===== src/emv_pkg.sv =====
`timescale 1ns / 1ps

package emv_pkg;

   localparam int SAMPLE_BITS_DEFAULT   = 24;
   localparam int FRACTION_BITS_DEFAULT = 16;

   localparam int ALPHA_FRAC_BITS = 16;
   localparam int ALPHA_BITS      = ALPHA_FRAC_BITS + 1;
   localparam logic [ALPHA_BITS-1:0] ALPHA_ONE   = ALPHA_BITS'(1) << ALPHA_FRAC_BITS;
   localparam logic [ALPHA_BITS-1:0] ALPHA_RESET = ALPHA_BITS'(6554);

   localparam int CSR_DATA_BITS = 32;
   localparam int CSR_ADDR_BITS = 3;

   localparam int DIGIT_BITS = 32;
   localparam int OP_BITS    = 2 * DIGIT_BITS;
   localparam int ACC_BITS   = 2 * OP_BITS;
   localparam int VAR_BITS   = 64;
   localparam int VAR_OUT_BITS = 48;

   localparam logic [1:0] PHASE_SCALE    = 2'd0;
   localparam logic [1:0] PHASE_SQUARE   = 2'd1;
   localparam logic [1:0] PHASE_VARIANCE = 2'd2;

endpackage


===== src/exp_moving_variance.sv =====
`timescale 1ns / 1ps

// a seeding item goes from ST_DIFF straight to ST_DONE; any later item passes through
// ST_DIFF, then ST_MUL and ST_POST once per product, then ST_DONE; the three 64x64
// products run as 4 partial products each through one shared 32x32 multiplier; one item
// is taken at a time. the result register frees the input as soon as the result is loaded.
// reset (synchronous, active high) clears mean, variance and seeding, alpha to 6554.
module exp_moving_variance #(
   parameter int SAMPLE_BITS   = emv_pkg::SAMPLE_BITS_DEFAULT,
   parameter int FRACTION_BITS = emv_pkg::FRACTION_BITS_DEFAULT
) (
   input  logic                                clock,
   input  logic                                reset,
   input  logic                                req_valid,
   output logic                                req_stall,
   input  logic signed [SAMPLE_BITS-1:0]       req_sample,
   output logic                                rsp_valid,
   input  logic                                rsp_stall,
   output logic [emv_pkg::VAR_OUT_BITS-1:0]    rsp_variance_value,
   output logic signed [SAMPLE_BITS-1:0]       rsp_mean_value,
   input  logic                                csr_psel,
   input  logic                                csr_penable,
   input  logic                                csr_pwrite,
   input  logic [emv_pkg::CSR_ADDR_BITS-1:0]   csr_paddr,
   input  logic [emv_pkg::CSR_DATA_BITS-1:0]   csr_pwdata,
   output logic [emv_pkg::CSR_DATA_BITS-1:0]   csr_prdata,
   output logic                                csr_pready
);

   localparam int MEAN_BITS = SAMPLE_BITS + FRACTION_BITS;
   localparam int DIFF_BITS = MEAN_BITS + 1;
   localparam int OPB = emv_pkg::OP_BITS;
   localparam int ACB = emv_pkg::ACC_BITS;
   localparam int DGB = emv_pkg::DIGIT_BITS;
   localparam int VB  = emv_pkg::VAR_BITS;
   localparam int AB  = emv_pkg::ALPHA_BITS;
   localparam int AFB = emv_pkg::ALPHA_FRAC_BITS;
   localparam int VOB = emv_pkg::VAR_OUT_BITS;

   localparam logic [2:0] ST_IDLE = 3'd0;
   localparam logic [2:0] ST_DIFF = 3'd1;
   localparam logic [2:0] ST_MUL  = 3'd2;
   localparam logic [2:0] ST_POST = 3'd3;
   localparam logic [2:0] ST_DONE = 3'd4;

   localparam logic [2:0] MUL_STEPS = 3'd4;

   logic [2:0]                   state_ff, state_in;
   logic [1:0]                   phase_ff, phase_in;
   logic [2:0]                   cnt_ff, cnt_in;
   logic                         seeded_ff, seeded_in;
   logic signed [SAMPLE_BITS-1:0] sample_ff, sample_in;
   logic signed [MEAN_BITS-1:0]  mean_ff, mean_in;
   logic [VB-1:0]                var_ff, var_in;
   logic                         neg_ff, neg_in;
   logic [OPB-1:0]               mag_ff, mag_in;
   logic [OPB-1:0]               op_a_ff, op_a_in;
   logic [OPB-1:0]               op_b_ff, op_b_in;
   logic [OPB-1:0]               prod_ff, prod_in;
   logic [1:0]                   shift_ff, shift_in;
   logic [ACB-1:0]               acc_ff, acc_in;
   logic [AB-1:0]                alpha_ff, alpha_in;
   logic                         rsp_valid_ff, rsp_valid_in;
   logic [VOB-1:0]               rsp_var_ff, rsp_var_in;
   logic signed [SAMPLE_BITS-1:0] rsp_mean_ff, rsp_mean_in;

   logic                         csr_write;
   logic [AB-1:0]                alpha_eff;
   logic [AB-1:0]                alpha_comp;
   logic signed [MEAN_BITS-1:0]  sample_scaled;
   logic signed [DIFF_BITS-1:0]  diff;
   logic [DIFF_BITS-1:0]         diff_mag;
   logic [DGB-1:0]               dig_a, dig_b;
   logic [ACB-1:0]               prod_shifted;
   logic [OPB-1:0]               acc_alpha_shr;
   logic [OPB-1:0]               term;
   logic [VB:0]                  sum_wide;
   logic [VB-1:0]                sum_sat;
   logic signed [DIFF_BITS-1:0]  mean_wide;
   logic [VB-1:0]                var_shr;
   logic                         out_free;

   assign csr_pready = 1'b1;
   assign csr_write  = csr_psel && csr_penable && csr_pwrite && !csr_paddr[2];
   assign csr_prdata = csr_paddr[2] ? '0 : emv_pkg::CSR_DATA_BITS'(alpha_ff);

   assign alpha_eff  = alpha_ff[AB-1] ? emv_pkg::ALPHA_ONE : alpha_ff;
   assign alpha_comp = emv_pkg::ALPHA_ONE - alpha_eff;

   assign req_stall          = (state_ff != ST_IDLE);
   assign rsp_valid          = rsp_valid_ff;
   assign rsp_variance_value = rsp_var_ff;
   assign rsp_mean_value     = rsp_mean_ff;
   assign out_free           = !rsp_valid_ff || !rsp_stall;

   assign sample_scaled = {sample_ff, {FRACTION_BITS{1'b0}}};
   assign diff     = DIFF_BITS'(sample_scaled) - DIFF_BITS'(mean_ff);
   assign diff_mag = diff[DIFF_BITS-1] ? DIFF_BITS'(-diff) : DIFF_BITS'(diff);

   // partial product digit select
   assign dig_a = cnt_ff[0] ? op_a_ff[OPB-1:DGB] : op_a_ff[DGB-1:0];
   assign dig_b = cnt_ff[1] ? op_b_ff[OPB-1:DGB] : op_b_ff[DGB-1:0];

   always_comb begin
      case (shift_ff)
         2'd0:    prod_shifted = {{OPB{1'b0}}, prod_ff};
         2'd1:    prod_shifted = {{DGB{1'b0}}, prod_ff, {DGB{1'b0}}};
         default: prod_shifted = {prod_ff, {OPB{1'b0}}};
      endcase
   end

   assign acc_alpha_shr = acc_ff[AFB +: OPB];
   assign term = (acc_ff[ACB-1:OPB+FRACTION_BITS] != '0) ? '1 : acc_ff[FRACTION_BITS +: OPB];
   assign sum_wide  = {1'b0, var_ff} + {1'b0, term};
   assign sum_sat   = sum_wide[VB] ? '1 : sum_wide[VB-1:0];
   assign mean_wide = neg_ff ? DIFF_BITS'(mean_ff) - $signed(acc_alpha_shr[DIFF_BITS-1:0])
                             : DIFF_BITS'(mean_ff) + $signed(acc_alpha_shr[DIFF_BITS-1:0]);
   assign var_shr   = var_ff >> FRACTION_BITS;

   always_comb begin
      state_in     = state_ff;
      phase_in     = phase_ff;
      cnt_in       = cnt_ff;
      seeded_in    = seeded_ff;
      sample_in    = sample_ff;
      mean_in      = mean_ff;
      var_in       = var_ff;
      neg_in       = neg_ff;
      mag_in       = mag_ff;
      op_a_in      = op_a_ff;
      op_b_in      = op_b_ff;
      prod_in      = prod_ff;
      shift_in     = shift_ff;
      acc_in       = acc_ff;
      alpha_in     = csr_write ? csr_pwdata[AB-1:0] : alpha_ff;
      rsp_valid_in = rsp_valid_ff && rsp_stall;
      rsp_var_in   = rsp_var_ff;
      rsp_mean_in  = rsp_mean_ff;

      unique case (state_ff)
         ST_IDLE: begin
            if (req_valid) begin
               sample_in = req_sample;
               state_in  = ST_DIFF;
            end
         end
         ST_DIFF: begin
            if (!seeded_ff) begin
               mean_in   = sample_scaled;
               var_in    = '0;
               seeded_in = 1'b1;
               state_in  = ST_DONE;
            end else begin
               neg_in   = diff[DIFF_BITS-1];
               mag_in   = OPB'(diff_mag);
               op_a_in  = OPB'(diff_mag);
               op_b_in  = OPB'(alpha_eff);
               phase_in = emv_pkg::PHASE_SCALE;
               cnt_in   = '0;
               state_in = ST_MUL;
            end
         end
         ST_MUL: begin
            if (cnt_ff != MUL_STEPS) begin
               prod_in  = OPB'(dig_a) * OPB'(dig_b);
               shift_in = 2'(cnt_ff[0]) + 2'(cnt_ff[1]);
            end
            if (cnt_ff == '0) begin
               acc_in = '0;
            end else begin
               acc_in = acc_ff + prod_shifted;
            end
            if (cnt_ff == MUL_STEPS) begin
               state_in = ST_POST;
            end
            cnt_in = cnt_ff + 3'd1;
         end
         ST_POST: begin
            cnt_in   = '0;
            state_in = ST_MUL;
            unique case (phase_ff)
               emv_pkg::PHASE_SCALE: begin
                  mean_in  = mean_wide[MEAN_BITS-1:0];
                  op_a_in  = acc_alpha_shr;
                  op_b_in  = mag_ff;
                  phase_in = emv_pkg::PHASE_SQUARE;
               end
               emv_pkg::PHASE_SQUARE: begin
                  op_a_in  = sum_sat;
                  op_b_in  = OPB'(alpha_comp);
                  phase_in = emv_pkg::PHASE_VARIANCE;
               end
               default: begin
                  var_in   = acc_alpha_shr;
                  state_in = ST_DONE;
               end
            endcase
         end
         ST_DONE: begin
            if (out_free) begin
               rsp_valid_in = 1'b1;
               rsp_var_in   = (var_shr[VB-1:VOB] != '0) ? '1 : var_shr[VOB-1:0];
               rsp_mean_in  = SAMPLE_BITS'(mean_ff >>> FRACTION_BITS);
               state_in     = ST_IDLE;
            end
         end
         default: begin
            state_in = ST_IDLE;
         end
      endcase
   end

   always_ff @(posedge clock) begin
      if (reset) begin
         state_ff     <= ST_IDLE;
         phase_ff     <= emv_pkg::PHASE_SCALE;
         cnt_ff       <= '0;
         seeded_ff    <= 1'b0;
         mean_ff      <= '0;
         var_ff       <= '0;
         alpha_ff     <= emv_pkg::ALPHA_RESET;
         rsp_valid_ff <= 1'b0;
      end else begin
         state_ff     <= state_in;
         phase_ff     <= phase_in;
         cnt_ff       <= cnt_in;
         seeded_ff    <= seeded_in;
         mean_ff      <= mean_in;
         var_ff       <= var_in;
         alpha_ff     <= alpha_in;
         rsp_valid_ff <= rsp_valid_in;
      end
   end

   always_ff @(posedge clock) begin
      sample_ff   <= sample_in;
      neg_ff      <= neg_in;
      mag_ff      <= mag_in;
      op_a_ff     <= op_a_in;
      op_b_ff     <= op_b_in;
      prod_ff     <= prod_in;
      shift_ff    <= shift_in;
      acc_ff      <= acc_in;
      rsp_var_ff  <= rsp_var_in;
      rsp_mean_ff <= rsp_mean_in;
   end

endmodule


===== config.mk =====
export PLATFORM = sky130hd
export DESIGN_NAME = exp_moving_variance
export DESIGN_NICKNAME = d
export VERILOG_FILES = /design/src/emv_pkg.sv /design/src/exp_moving_variance.sv
export SDC_FILE = /design/constraint.sdc
export NUM_CORES = 2
export LEC_CHECK = 0
export CELL_PAD_IN_SITES_DETAIL_PLACEMENT = 0
export CELL_PAD_IN_SITES_GLOBAL_PLACEMENT = 1
export CORE_MARGIN = 2
export CORE_UTILIZATION = 35
export DETAILED_ROUTE_END_ITERATION = 12
export DONT_BUFFER_PORTS = 1
export MAX_ROUTING_LAYER = met4
export PLACE_DENSITY_LB_ADDON = 0.1
export SETUP_SLACK_MARGIN = 0.02
export SLEW_MARGIN = 20
export SYNTH_ARGS = -nofsm -noshare
export SYNTH_HDL_FRONTEND = slang
export SYNTH_SLANG_ARGS = --single-unit

===== constraint.sdc =====
create_clock -name clock -period 8.6 [get_ports clock]
set_input_delay 1.72 -clock clock [delete_from_list [all_inputs] [get_ports clock]]
set_output_delay 1.72 -clock clock [all_outputs]
set_load 0.01 [all_outputs]

==> flow_metrics.py <==
metrics = {
    "status": {
        "status": "finished, violations left",
        "violations": "negative setup slack",
    },
    "setup_path": {
        "worstSetupStartpointType": "flop",
        "timing.critical_path.buf_inv": 5,
        "setup.worst_path.class": "flop to flop",
        "path_max_fanout": 16,
        "timing.critical_path.to_type": "flop",
        "crit-reg2reg-capture": "prod_ff[61]$_DFFE_PP_",
        "worst_reg_to_reg_setup_slack_ns": -0.02,
        "r2r_start": "cnt_ff[0]$_SDFFE_PP0P_",
        "critical_path_cell_count": 28,
        "critPathMaxStageDelay_ns": 0.63,
        "timing.critical_path.max_delay_family": "adder cells",
        "worst_ep_arrival_time_ns": 9.01,
        "required_ns": 8.99,
        "number_of_cell_instances_on_the_worst_register_to_register_path": 28,
        "most_frequent_cell_on_the_critical_path": "sky130_fd_sc_hd__fa_1",
        "cpMaxStageDelayCell": "sky130_fd_sc_hd__fa_1",
    },
    "clocking": {
        "clock_sinks": 568,
        "clk_path_buf_depth": 3,
        "ctsRootBufferMaster": "sky130_fd_sc_hd__clkbuf_16",
        "clk_latency_ns": 0.67,
        "htreeDepth": 3,
        "cts_hold_buf": 0,
        "cts_buffers": 68,
        "cts_tree": "yes",
        "clkSlewWorstSetupHoldPaths_ns": 0.06,
    },
    "drt": {
        "drc": 0,
        "drtIter0Drc": 5170,
        "drt_pass_1_iters": 6,
        "post_drt_via_cell_ratio": 5.41,
        "vias": 60500,
        "wirelength_um": 296000,
        "ant_nets": 0,
        "routedWlPerCell_um": 26.5,
    },
    "floorplan": {
        "top_level_ports": 173,
        "vertical_die_dimension_um": 459,
        "die_w_um": 459,
        "core_region_area_sq_um": 205000,
        "floorplan.rows": 166,
        "die-area_sq_um": 210000,
        "floorplan.initialDensity": 0.353,
    },
    "timing": {
        "share_of_the_cycle_needed_by_the_critical_path_after_routing": 1.00,
        "hold_slack_ns": 0.480,
        "finalWorstSetupSlack_ns": -0.0214,
        "fin_crit_ns": 8.62,
        "grt_setup_unrepaired": "yes",
        "number_of_setup_violations_in_the_final_report": 1,
        "tightest_slew_ns": 1.10,
        "finalSetupTns_ns": -0.0214,
        "max_clock_freq_mhz": 116,
        "timing_max_transition_violations_final": 0,
        "worst_clock_skew_ns": 0.0261,
        "max_slew_margin": 0.265,
        "finalHoldViolCount": 0,
    },
    "hold_path": {
        "min-delay-path-class": "flop to flop",
        "worst_hold_path.endpoint": "rsp_variance_value[3]$_DFFE_PP_",
        "hold_path_stages": 0,
        "min-delay-start": "var_ff[19]$_SDFFE_PP0P_",
    },
    "yosys": {
        "synth_enable_flop_cells": 437,
        "synthFlopType": "sky130_fd_sc_hd__edfxtp_1",
        "synthCells": 8192,
        "synth_warnings": 0,
        "avg_inst_size_synth_sq_um": 8.83,
        "postSynth.asyncResetShare": 0,
        "yosysUniqueCellTypes": 100,
        "syn-cell-area_sq_um": 72400,
        "ys_ff_latch": 568,
        "synth-seq-area-share": 0.218,
    },
    "global_route": {
        "grt_pass1_vias": 60800,
        "globalRoute.totalOverflow": 0,
        "grt_max_degree": 130,
        "antenna_found_initial": 7,
        "wire_length_of_the_first_global_routing_pass_um": 433000,
        "grt_use_total": 0.289,
    },
    "finish": {
        "area.growth.synth_to_final_pct": 14.2,
        "final_cells": 11200,
        "num-nets-final": 9903,
        "final_layout_size_suffix_gt1_frac": 0.107,
    },
    "placement": {
        "gp_routability_congestion": 0.952,
        "port_buffers": 0,
        "post-place-cells": 11000,
        "placement.setup.worst_slack_ns": -0.283,
        "dpl.hpwl_um": 249000,
    },
    "run": {
        "drv.max_cap_violation_count": 0,
    },
}
[how the worst max path moves through the flow]
stage,from,endpoint
after floorplan,cnt_ff[0]$_SDFFE_PP0P_,prod_ff[57]$_DFFE_PP_
after global routing,cnt_ff[0]$_SDFFE_PP0P_,prod_ff[61]$_DFFE_PP_
final,cnt_ff[0]$_SDFFE_PP0P_,prod_ff[61]$_DFFE_PP_
after CTS,cnt_ff[0]$_SDFFE_PP0P_,prod_ff[60]$_DFFE_PP_
after detailed placement,cnt_ff[0]$_SDFFE_PP0P_,prod_ff[61]$_DFFE_PP_
after global placement,cnt_ff[0]$_SDFFE_PP0P_,prod_ff[61]$_DFFE_PP_
[metrics by stage]
step / instance area [sq um] / utilization
global placement: 79800 / 0.389
CTS: 82300 / 0.402
global route: 82600 / 0.403
detailed placement: 79900 / 0.390
finish: 82600 / 0.403
floorplan: 72600 / -
[layer usage]
| layer | track usage | routed length (um) | vias to the layer above |
|---|---|---|---|
| li1 | - | - | 27600 |
| met1 | 0.403 | 136000 | 30800 |
| met2 | 0.447 | 134000 | 1801 |
| met3 | 0.0291 | 16700 | 261 |
| met4 | 0.0810 | 9710 | 0 |
| met5 | - | 0 | - |
[area by class of cell]
| cell class | instances | area [sq um] |
|---|---|---|
| antenna | 14 | 35.0 |
| timing repair buffer | 594 | 5780 |
| clock buffer | 83 | 1830 |
| fill | 20700 | 122000 |
| sequential | 568 | 15800 |
| multi-input combinational | 6172 | 51700 |
| tap | 2688 | 3360 |
| inverter | 1012 | 3800 |
| clock inverter | 42 | 397 |
[cell usage in the layout (no fill, tap or decap), types with 259 or more instances in the layout]
| cell type | n |
|---|---|
| sky130_fd_sc_hd__nand2_1 | 843 |
| sky130_fd_sc_hd__nor2_1 | 1130 |
| sky130_fd_sc_hd__buf_4 | 485 |
| sky130_fd_sc_hd__ha_1 | 518 |
| sky130_fd_sc_hd__fa_1 | 889 |
| sky130_fd_sc_hd__inv_1 | 1009 |
| sky130_fd_sc_hd__edfxtp_1 | 437 |
| sky130_fd_sc_hd__xnor2_1 | 259 |
| sky130_fd_sc_hd__o21ai_0 | 284 |
| sky130_fd_sc_hd__a21oi_1 | 451 |
[kinds of logic (layout without fill, tap and decap cells)]
group                    count (synthesis)  in the layout  synth area share
adder cells (fa/ha/maj)               1421           1421             0.339
AND/OR/NAND/NOR                       2685           2685             0.164
XOR/XNOR                               390            390            0.0472
AO/OA/AOI/OAI                         1535           1535             0.136
multiplexers                           125            125            0.0181
other                                    2             30          0.000104
buffers and inverters                 1466           1731            0.0773
flip-flops                             568            568             0.218
[worst register-to-register path, delay by kind of cell, from the launching register on]
kind / cells / cell delay, ns
fa+ha+maj: 9 / 4.45
mux: 1 / 0.37
simple gates: 2 / 0.53
xor+xnor: 1 / 0.16
flops: 1 / 0.43
compound gates: 10 / 1.91
buf+inv: 5 / 0.52
[Yosys cell counts (all sizes together) (83+ instances only)]
master  instances  share of area
a21o          199          0.021
a21oi         460          0.032
a22oi          83         0.0086
and2           91         0.0079
clkbuf        399          0.021
dfxtp         131          0.036
edfxtp        437           0.18
fa            899           0.25
ha            522          0.090
inv          1012          0.052
nand2         844          0.044
nand2b         91         0.0079
nand4          97         0.0087
nor2         1135          0.059
nor3           89         0.0065
o21ai         298          0.021
xnor2         261          0.032
xor2          129          0.016
[timing repair]
item                       in CTS  in global routing
pin swaps                      10                  5
resized for setup              28                 45
hold endpoints to repair        0                  0
cloned                          1                  0
setup endpoints to repair      14                 19
setup buffers                   9                  3
[state kept, by name, indices dropped and copies added, names as in the netlist]
name and cells:
phase_ff 2, state_ff 3, neg_ff 1, rsp_valid 1
var_ff 64, acc_ff 128, shift_ff 2, mag_ff 41
rsp_variance_value 48, op_b_ff 41, sample_ff 24, alpha_ff 17
mean_ff 40, op_a_ff 64, seeded_ff 1, cnt_ff 3
rsp_mean_value 24, prod_ff 64
Power is not shown: default switching activity piles up to over one toggle a cycle in this logic, so the estimate is an artifact.
